[config.mk]
export PLATFORM = sky130hd
export DESIGN_NAME = topa_cell
export DESIGN_NICKNAME = d
export VERILOG_FILES = /design/src/hw/rtl/topa_pkg.sv /design/src/hw/rtl/topa_cell.sv
export SDC_FILE = /design/constraint.sdc
export NUM_CORES = 1
export LEC_CHECK = 0
export ABC_CLOCK_PERIOD_IN_PS = 16200
export BUFFER_PORTS_ARGS = -buffer_cell sky130_fd_sc_hd__buf_2
export CAP_MARGIN = 20
export CORE_MARGIN = 8
export CORE_UTILIZATION = 40
export DETAILED_ROUTE_END_ITERATION = 6
export MAX_ROUTING_LAYER = met4
export PLACE_DENSITY = 0.64
export SYNTH_ARGS = -nofsm -noshare
export SYNTH_HDL_FRONTEND = slang
export SYNTH_SLANG_ARGS = --single-unit
[constraint.sdc]
create_clock -name clock -period 16.2 [get_ports clock]
set_clock_uncertainty 0.05 [all_clocks]
set_input_delay 1.62 -clock clock [delete_from_list [all_inputs] [get_ports clock]]
set_output_delay 1.62 -clock clock [all_outputs]
set_load 0.02 [all_outputs]
[src/hw/rtl/topa_pkg.sv]
// shared types and constants for the tile outer product accumulator
package topa_pkg;

   localparam int TILE       = 4;
   localparam int CELLS      = TILE * TILE;
   localparam int IN_W       = 16;
   localparam int PROD_W     = 2 * IN_W;
   localparam int ACC_W      = 48;
   localparam int IDX_W      = $clog2(CELLS);
   localparam int POS_W      = $clog2(TILE);

   localparam logic signed [ACC_W-1:0] ACC_MAX = {1'b0, {(ACC_W-1){1'b1}}};
   localparam logic signed [ACC_W-1:0] ACC_MIN = {1'b1, {(ACC_W-1){1'b0}}};
   localparam logic [IDX_W-1:0]        LAST_IDX = IDX_W'(CELLS - 1);

   typedef struct packed {
      logic signed [IN_W-1:0] a_row0;
      logic signed [IN_W-1:0] a_row1;
      logic signed [IN_W-1:0] a_row2;
      logic signed [IN_W-1:0] a_row3;
      logic signed [IN_W-1:0] b_col0;
      logic signed [IN_W-1:0] b_col1;
      logic signed [IN_W-1:0] b_col2;
      logic signed [IN_W-1:0] b_col3;
      logic                   inner_last;
   } req_payload_type;

   typedef struct packed {
      logic signed [ACC_W-1:0] sum_value;
      logic [POS_W-1:0]        tile_row;
      logic [POS_W-1:0]        tile_col;
      logic                    saturated;
      logic                    tile_done;
   } rsp_payload_type;

   // common controls broadcast to every cell
   typedef struct packed {
      logic prod_en;
      logic acc_en;
      logic capture;
      logic shift;
   } cell_ctrl_type;

endpackage

[src/hw/rtl/topa_cell.sv]
// one tile element: product register, saturating accumulator and drain shift stage
module topa_cell (
   input  logic                                 clock,
   input  logic                                 reset,
   input  topa_pkg::cell_ctrl_type              ctrl,
   input  logic signed [topa_pkg::IN_W-1:0]     a_in,
   input  logic signed [topa_pkg::IN_W-1:0]     b_in,
   input  logic signed [topa_pkg::ACC_W-1:0]    shift_sum_in,
   input  logic                                 shift_flag_in,
   output logic signed [topa_pkg::ACC_W-1:0]    shift_sum_out,
   output logic                                 shift_flag_out
);

   logic signed [topa_pkg::PROD_W-1:0] prod_ff, prod_in;
   logic signed [topa_pkg::ACC_W-1:0]  acc_ff, acc_in;
   logic                               clip_ff, clip_in;
   logic signed [topa_pkg::ACC_W-1:0]  shift_sum_ff, shift_sum_in_nxt;
   logic                               shift_flag_ff, shift_flag_in_nxt;
   logic signed [topa_pkg::ACC_W:0]    wide_sum;
   logic signed [topa_pkg::ACC_W-1:0]  sat_sum;
   logic                               over;

   assign prod_in = a_in * b_in;

   always_comb begin
      wide_sum = (topa_pkg::ACC_W + 1)'(acc_ff) + (topa_pkg::ACC_W + 1)'(prod_ff);
      over     = wide_sum[topa_pkg::ACC_W] != wide_sum[topa_pkg::ACC_W-1];
      if (!over) begin
         sat_sum = wide_sum[topa_pkg::ACC_W-1:0];
      end else if (wide_sum[topa_pkg::ACC_W]) begin
         sat_sum = topa_pkg::ACC_MIN;
      end else begin
         sat_sum = topa_pkg::ACC_MAX;
      end

      acc_in            = acc_ff;
      clip_in           = clip_ff;
      shift_sum_in_nxt  = shift_sum_ff;
      shift_flag_in_nxt = shift_flag_ff;
      if (ctrl.acc_en) begin
         if (ctrl.capture) begin
            // final step of the tile goes straight into the drain stage
            shift_sum_in_nxt  = sat_sum;
            shift_flag_in_nxt = clip_ff | over;
            acc_in            = '0;
            clip_in           = 1'b0;
         end else begin
            acc_in  = sat_sum;
            clip_in = clip_ff | over;
         end
      end else if (ctrl.shift) begin
         shift_sum_in_nxt  = shift_sum_in;
         shift_flag_in_nxt = shift_flag_in;
      end
   end

   always_ff @(posedge clock) begin
      if (reset) begin
         acc_ff  <= '0;
         clip_ff <= 1'b0;
      end else begin
         acc_ff  <= acc_in;
         clip_ff <= clip_in;
      end
   end

   always_ff @(posedge clock) begin
      if (ctrl.prod_en) begin
         prod_ff <= prod_in;
      end
      shift_sum_ff  <= shift_sum_in_nxt;
      shift_flag_ff <= shift_flag_in_nxt;
   end

   assign shift_sum_out  = shift_sum_ff;
   assign shift_flag_out = shift_flag_ff;

endmodule
=== Word-level counts from Yosys, hierarchy flattened ===
Cells that the tools add are included.

* Eq/ne operators: 2
* Reduce and logical (&&, ||, !) cells: 2
* Bitwise operators: 1
* $mul: 1
* Multiplexer cells: 10
* Add/subtract/negate cells: 1

{| class="wikitable"
|+ Operator list
! operator !! count
|-
| two-way mux 48 bit || 6
|-
| adder 48 x 32 -> 49 bit || 1
|-
| multiplier 16 x 16 -> 32 bit || 1
|-
| two-way mux 1 bit || 4
|-
| != test 2 bit, second input constant || 1
|-
| AND reduction 2 bit || 1
|-
| nonzero test 2 bit || 1
|-
| != test 1 bit || 1
|-
| OR 1 bit || 1
|}

* Word-level logic and storage cells: 22
* Input bits: 87
* Output and inout bits: 49
* Register bits after elaboration: 130

=== Depth between registers and ports, before layout ===
Gate-level depths: netlist of the first run.

* Word-level depth: 5
* Depth in mapped cells: 24
* Gate-level depth less buffers: 23

=== Least setup slack after synthesis of the first run ===
OpenSTA, ideal clock, no wires.

* Path kind: input -> register
* From: input port b_in[7] in the netlist's numbering
* To: register prod_ff[30] in the netlist's numbering, data pin
* Library setup time: 0.265 ns
* Buffers on the path: 1
* Data arrival time: 7.163 ns
* Setup slack: 8.722 ns
* Stages: 24
* Path through: clkbuf_1 > nand2_1 > fa_1 > inv_1 > fa_1 > inv_1 > fa_1 > inv_1 > fa_1 > fa_1 > inv_1 > fa_1 > inv_1 > ha_1 > nand3_1 > nor2_1 > a31o_2 > o221ai_1 > o21ai_0 > a211oi_1 > o21bai_1 > a21oi_1 > o21ai_0 > xor2_1

* Longest elaborated chain between the ends: 1

{| class="wikitable"
|+ Ends and longest elaborated chain
! item !! line !! RTL
|-
| start: declaration || topa_cell.sv:7 || <nowiki>input logic signed [topa_pkg::IN_W-1:0] b_in,</nowiki>
|-
| multiplier 16 x 16 -> 32 bit || topa_cell.sv:23 || <nowiki>assign prod_in = a_in * b_in;</nowiki>
|-
| net prod_in, one bit || topa_cell.sv:14 || <nowiki>logic signed [topa_pkg::PROD_W-1:0] prod_ff, prod_in;</nowiki>
|-
| end signal: assignment || topa_cell.sv:69 || <nowiki>prod_ff <= prod_in;</nowiki>
|-
| end: declaration || topa_cell.sv:14 ||
|}

The timed path passes the listed nets, and every way through them passes these cells.
A chain may end at the register's enable or synchronous reset.

=== Worst setup path in the final report of the first run ===
* From: input port a_in[7] in the netlist's numbering
* To: register prod_ff[31] in the netlist's numbering, data pin

* Longest elaborated chain between the ends: 1

{| class="wikitable"
|+ Ends and longest elaborated chain
! item !! line !! RTL
|-
| start: declaration || topa_cell.sv:6 || <nowiki>input logic signed [topa_pkg::IN_W-1:0] a_in,</nowiki>
|-
| multiplier 16 x 16 -> 32 bit || topa_cell.sv:23 ||
|-
| net prod_in, one bit || topa_cell.sv:14 ||
|}

The timed path passes the listed nets, and every way through them passes these cells.

==> results of run 1 <==
## critical path, delay by kind of cell
family	cells	cell delay [ns]
AND/OR/NAND/NOR	2	0.23
AO/OA/AOI/OAI	8	1.98
buffers and inverters	6	0.54
adder cells (fa/ha/maj)	7	3.34
XOR/XNOR	1	0.07
## flip-flops by register name, indices dropped and copies added (netlist names)
name,flops
acc_ff,48
shift_flag_out,1
prod_ff,32
clip_ff,1
shift_sum_out,48
## cells in the mapped netlist (24+ instances only)
| master | n | area, sq um |
|---|---|---|
| inv_1 | 305 | 1140 |
| fa_1 | 263 | 5270 |
| nand2_1 | 206 | 773 |
| and2_1 | 130 | 813 |
| ha_1 | 130 | 1630 |
| nor2_1 | 95 | 357 |
| edfxtp_1 | 81 | 2430 |
| a21oi_1 | 74 | 370 |
| o21ai_0 | 74 | 370 |
| xnor2_1 | 53 | 464 |
| dfxtp_1 | 49 | 981 |
| clkbuf_1 | 46 | 173 |
| o2bb2ai_1 | 43 | 377 |
| a21o_1 | 26 | 195 |
| buf_2 | 24 | 120 |
| xor2_1 | 24 | 210 |
## final cells by class
type	instances	area, sq um
Multi-Input combinational cell	1328	12400
Timing Repair Buffer	139	731
Fill cell	4148	23900
Tap cell	585	732
Inverter	306	1150
Clock buffer	17	425
Sequential cell	130	3410
Clock inverter	15	140
## layout by cell type, fill, tap and decap left out, types with 4 or more instances in the layout
master | Yosys | layout
nor3_1 | 8 | 8
o21a_1 | 9 | 9
o31ai_1 | 6 | 6
inv_6 | 0 | 6
clkbuf_16 | 0 | 17
o21ai_1 | 15 | 15
xnor2_1 | 53 | 53
nand2_1 | 206 | 206
a21o_1 | 26 | 26
or3_1 | 5 | 5
and3_1 | 6 | 6
o21ai_0 | 74 | 74
dfxtp_1 | 49 | 49
o211ai_1 | 12 | 12
ha_1 | 130 | 130
edfxtp_1 | 81 | 81
o2bb2ai_1 | 43 | 43
nand2b_1 | 11 | 11
inv_1 | 305 | 305
o221ai_1 | 5 | 5
o21bai_1 | 11 | 11
a21oi_2 | 4 | 4
nor2_1 | 95 | 94
buf_2 | 24 | 135
nor2b_1 | 5 | 5
a221o_1 | 4 | 4
a21oi_1 | 74 | 74
and2_1 | 130 | 130
nand4_1 | 16 | 16
a211oi_1 | 8 | 8
fa_1 | 263 | 263
xor2_1 | 24 | 24
and4_1 | 4 | 4
nand3_1 | 19 | 19
inv_8 | 0 | 5
a31oi_1 | 9 | 9
## per-layer routing
layer / vias up / GRT usage [%]
met1: 6335 / 23.6
li1: 6143 / -
met2: 343 / 27.7
met4: 0 / 4.69
met5: - / -
met3: 41 / 3.09
## cells by family after synthesis
logic type               Yosys count  synth area share [%]
buffers and inverters            378                  8.39
AND/OR/NAND/NOR                  523                  14.7
AO/OA/AOI/OAI                    332                  13.2
adder cells (fa/ha/maj)          393                  39.8
multiplexers                       2                 0.123
flip-flops                       130                  19.7
XOR/XNOR                          78                  4.06
## final timing paths
path,startpoint,to,slack [ns]
hold / removal,acc_ff[25],acc_ff[25],0.40
hold reg to reg,acc_ff[25],acc_ff[25],0.40
setup / recovery,a_in[7],prod_ff[31],8.53
setup reg to reg,prod_ff[31],acc_ff[41],11.97
## stage by stage
| step | hold WS (ns) | setup WS [ns] |
|---|---|---|
| 2_1_floorplan | 0.379 | 8.72 |
| 3_3_place_gp | 0.390 | 8.22 |
| 3_5_place_dp | 0.400 | 8.11 |
| 4_1_cts | 0.408 | 8.56 |
| 5_1_grt | 0.427 | 8.18 |
| 6_report | 0.403 | 8.53 |
==> qor.txt, run 1 <==
syn_nets: 2316
post-layout instance area: 19000 sq um
post-CTS sizing: 0
Period minus WS final: 7.67 ns
ordered list of cells on the worst path: buf_2 -> nand2_1 -> fa_1 -> inv_1 -> fa_1 -> inv_1 -> fa_1 -> inv_1 -> fa_1 -> fa_1 -> inv_1 -> fa_1 -> inv_1 -> ha_1 -> a21oi_1 -> o21ai_0 -> a21oi_1 -> a21boi_0 -> o31ai_1 -> o311ai_0 -> a21oi_1 -> o21a_1 -> nor2_1 -> xnor2_1
most used cell, CP: fa_1
H-tree Lvls: 4
FP Rows: 76
Routed WL: 42.4 mm
DRC viols: 0
CP startpoint kind: input port
global-route wire length before repair: 70.4 mm
DR top layer: met4
Post-Syn Area: 17300 sq um
die height: 224 um
core area: 42900 sq um
Layout area overhead: 10.0%
Synth Area per Inst: 9.42 sq um
max-cap violations: 0
Nets: 2402
Die ar.: 50100 sq um
post-layout util: 44.4%
RSZ-0062 raised after global routing: no
Routed Antenna Nets: 0
TritonCTS clock tree: done
Met1 Wirelength: 20.2 mm
Clk Latency, worst-skew pair: 0.44 ns
clock buffer depth: 2
routed length on met2: 19.0 mm
vias in the first global route: 13660
Root Driver: clkbuf_16
clock slew at reported path FFs: 0.06 ns
crit-path max cell delay: 0.57 ns
initial antenna violation count: 0
hold depth: 2
crit path DAT: 7.80 ns
Slew @ Worst Pin: 0.948 ns
fin crit share: 47.4%
Critical Path Fanout Max: 16
fin. max-slew vios: 0
type of the worst setup path: input port to register
drt pass-1 iters: 5
via count: 12862
Post-Route Setup TNS: 0 ns
EDFF count, synth: 81
largest net degree at the start of global routing: 49
routed vias/inst: 5.10
WL met3: 2.34 mm
Die Wd: 224 um
DP HPWL: 34.6 mm
Ant. Diodes: 0
DP Area: 18400 sq um
Mapped Cells: 1836
gpl congestion: 0.890
Final Instance Count excl. Fillers: 2520
Post-synth ARST share: 0%
max_slew headroom: 36.7%
Starting Density: 40.3%
I/O Buffers: 135
Congestion Overflow GR: 0
critical path capture point type: register
Ports: 136
Critical-path top delay cell: o311ai_0
FMAX: 130 MHz
CTS Hold Bufs: 0
setup bufs post-CTS: 0
Synth warnings: 0
Hold/Removal Path Class: register to register
dpl cells: 2487
status: finished clean
flops & latches, synth: 130
CTS Buf Count: 17
sequential-to-total area share from yosys stat: 19.7%
synth unique cells: 77
wire length per cell: 16.8 um
fraction of layout cells with a size suffix above 1: 10.7%
Primary FF master, synth: edfxtp_1
final setup fails: 0
final number of hold-violating endpoints: 0
CTS sink count: 130
Tot GR Track Use: 17.7%
cells on worst reg2reg path: 11
Critical Path RT: 16.33 ns
DR iter-0 viols: 919
Power of run 1 is not shown: default switching activity piles up to over one toggle a cycle in this logic, so the estimate is an artifact.
==> run 2: changes to the inputs <==
- ABC_CLOCK_PERIOD_IN_PS: 16200 -> 6700
- PLACE_DENSITY: 0.64 -> 0.66
- clock period: 16.2 -> 6.7 ns (I/O delays scaled with it)
==> qor.txt, run 2 (synthesized netlist as in run 1, its figures left out) <==
status: finished clean (unchanged)
type of the worst setup path: input port to register (unchanged)
post-layout util: 45.9% (was 44.4%)
CTS Hold Bufs: 0 (unchanged)
initial antenna violation count: 0 (unchanged)
Clk Latency, worst-skew pair: 0.43 ns (was 0.44 ns)
CTS sink count: 130 (unchanged)
die height: 224 um (unchanged)
Ant. Diodes: 0 (unchanged)
fin crit share: 95.3%
hold depth: 2 (unchanged)
Die Wd: 224 um (unchanged)
FF-to-FF End: acc_ff[45] (was acc_ff[41])
via count: 13153 (was 12862)
crit path DAT: 6.51 ns (was 7.80 ns)
TritonCTS clock tree: done (unchanged)
fill cell count: 4115 (was 4148)
area of the multi-input gates: 12400 sq um (about the same)
cells on worst reg2reg path: 11 (unchanged)
Critical Path Fanout Max: 10 (was 16)
FMAX: 157 MHz
Starting Density: 40.3% (unchanged)
setup bufs post-CTS: 0 (unchanged)
max_slew headroom: 38.7% (was 36.7%)
Layout area overhead: 13.9% (was 10.0%)
H-tree Lvls: 4 (unchanged)
Die ar.: 50100 sq um (unchanged)
RSZ-0062 raised after global routing: no (unchanged)
Tot GR Track Use: 18.0% (was 17.7%)
clock buffer depth: 2 (unchanged)
Routed Antenna Nets: 0 (unchanged)
post-CTS sizing: 0 (unchanged)
gpl congestion: 0.907 (was 0.890)
Ports: 136 (unchanged)
DR iter-0 viols: 745 (was 919)
final setup fails: 0 (unchanged)
CP startpoint kind: input port (unchanged)
Critical Path RT: 6.82 ns (was 16.33 ns)
fin. max-slew vios: 0 (unchanged)
DRC viols: 0 (unchanged)
Reg2Reg Launch Point: prod_ff[31] (unchanged)
routed vias/inst: 5.05 (was 5.10)
Hold/Removal Path Class: register to register (unchanged)
R2R setup slack: 2.49 ns (was 11.97 ns)
Root Driver: clkbuf_16 (unchanged)
pre-CTS setup slack: -0.146 ns (was 8.11 ns)
core area: 42900 sq um (unchanged)
FP Rows: 76 (unchanged)
Period minus WS final: 6.38 ns
storage element area: 3410 sq um (unchanged)
Slew @ Worst Pin: 0.919 ns (was 0.948 ns)
clock slew at reported path FFs: 0.06 ns (about the same)
final worst setup slack: 0.316 ns (was 8.53 ns)
critical path capture point type: register (unchanged)
largest net degree at the start of global routing: 49 (unchanged)
drt pass-1 iters: 5 (unchanged)
hold path endpoint: acc_ff[25] (unchanged)
vias in the first global route: 14071 (was 13660)
global-route wire length before repair: 71.7 mm (was 70.4 mm)
commonest non-fill, non-tap cell in the layout: inv_1 (unchanged)
Routed WL: 42.9 mm (was 42.4 mm)
hold path startpoint: acc_ff[25] (unchanged)
wire length per cell: 16.5 um (was 16.8 um)
I/O Buffers: 135 (unchanged)
DP HPWL: 36.1 mm (was 34.6 mm)
Nets: 2485 (was 2402)
Congestion Overflow GR: 0 (unchanged)
final number of hold-violating endpoints: 0 (unchanged)
CTS Buf Count: 17 (unchanged)
max-cap violations: 0 (unchanged)
fraction of layout cells with a size suffix above 1: 14.4% (was 10.7%)
commonest non-fill, non-tap cells in the layout: 305 x inv_1, 263 x fa_1, 206 x nand2_1, 135 x buf_2 (unchanged)
run 2: changes by cell type in the layout (fill, tap and decap cells not counted), sizes merged:
cell    delta
bufinv     +1
buf       +83
clkinv     +3
inv        -4
run 2: final cells by class:
class	instances	share of cell area (%)
clock buffer	17	2.16
clock inverter	15	0.857
inverter	306	5.83
multi-input combinational	1328	63.1
sequential	130	17.3
tap	585	3.72
timing repair buffer	222	7.00
run 2: through the flow:
step	TNS (ns)	hold WS, ns	cell area [sq um]	cells
after global placement	0	0.389	19100	2570
after CTS	0	0.394	19700	2603
final	0	0.408	19700	2603
after detailed placement	-0.385	0.397	19100	2571
after global routing	0	0.406	19700	2603
after floorplan	0	0.379	17300	1836
run 2: critical path, cell delays in order:
cell      delay, ns
buf_2          0.19
buf_4          0.17
and2_1         0.15
fa_1           0.54
inv_1          0.06
fa_1           0.50
fa_1           0.52
inv_1          0.06
fa_1           0.54
fa_1           0.42
fa_1           0.44
ha_1           0.35
a21oi_1        0.23
nor2b_1        0.07
a21oi_1        0.10
a21boi_0       0.26
buf_4          0.17
o31ai_1        0.10
o311ai_0       0.36
buf_4          0.18
a21oi_1        0.07
o21a_1         0.17
nor2_1         0.10
xnor2_1        0.08
run 2: routing by layer:
metal / vias to the layer above / routed length [um] / GRT usage (%)
met5: - / 0 / -
met4: 0 / 648 / 4.29
met3: 41 / 2050 / 2.69
met2: 335 / 19900 / 29.1
met1: 6468 / 20300 / 23.7
li1: 6309 / - / -
run 2: worst max path at each step:
stage / start / endpoint / slack (ns) / cells after the start
final: b_in[2] / prod_ff[31] / 0.32 / 24
after global routing: b_in[1] / prod_ff[31] / 0.05 / 25
after CTS: b_in[2] / prod_ff[31] / 0.31 / 24
after detailed placement: b_in[2] / prod_ff[31] / -0.15 / 24
after global placement: b_in[4] / prod_ff[30] / 0.01 / 24
after floorplan: b_in[7] / prod_ff[30] / 0.17 / 24
Power of run 2 is left out for the same reason.
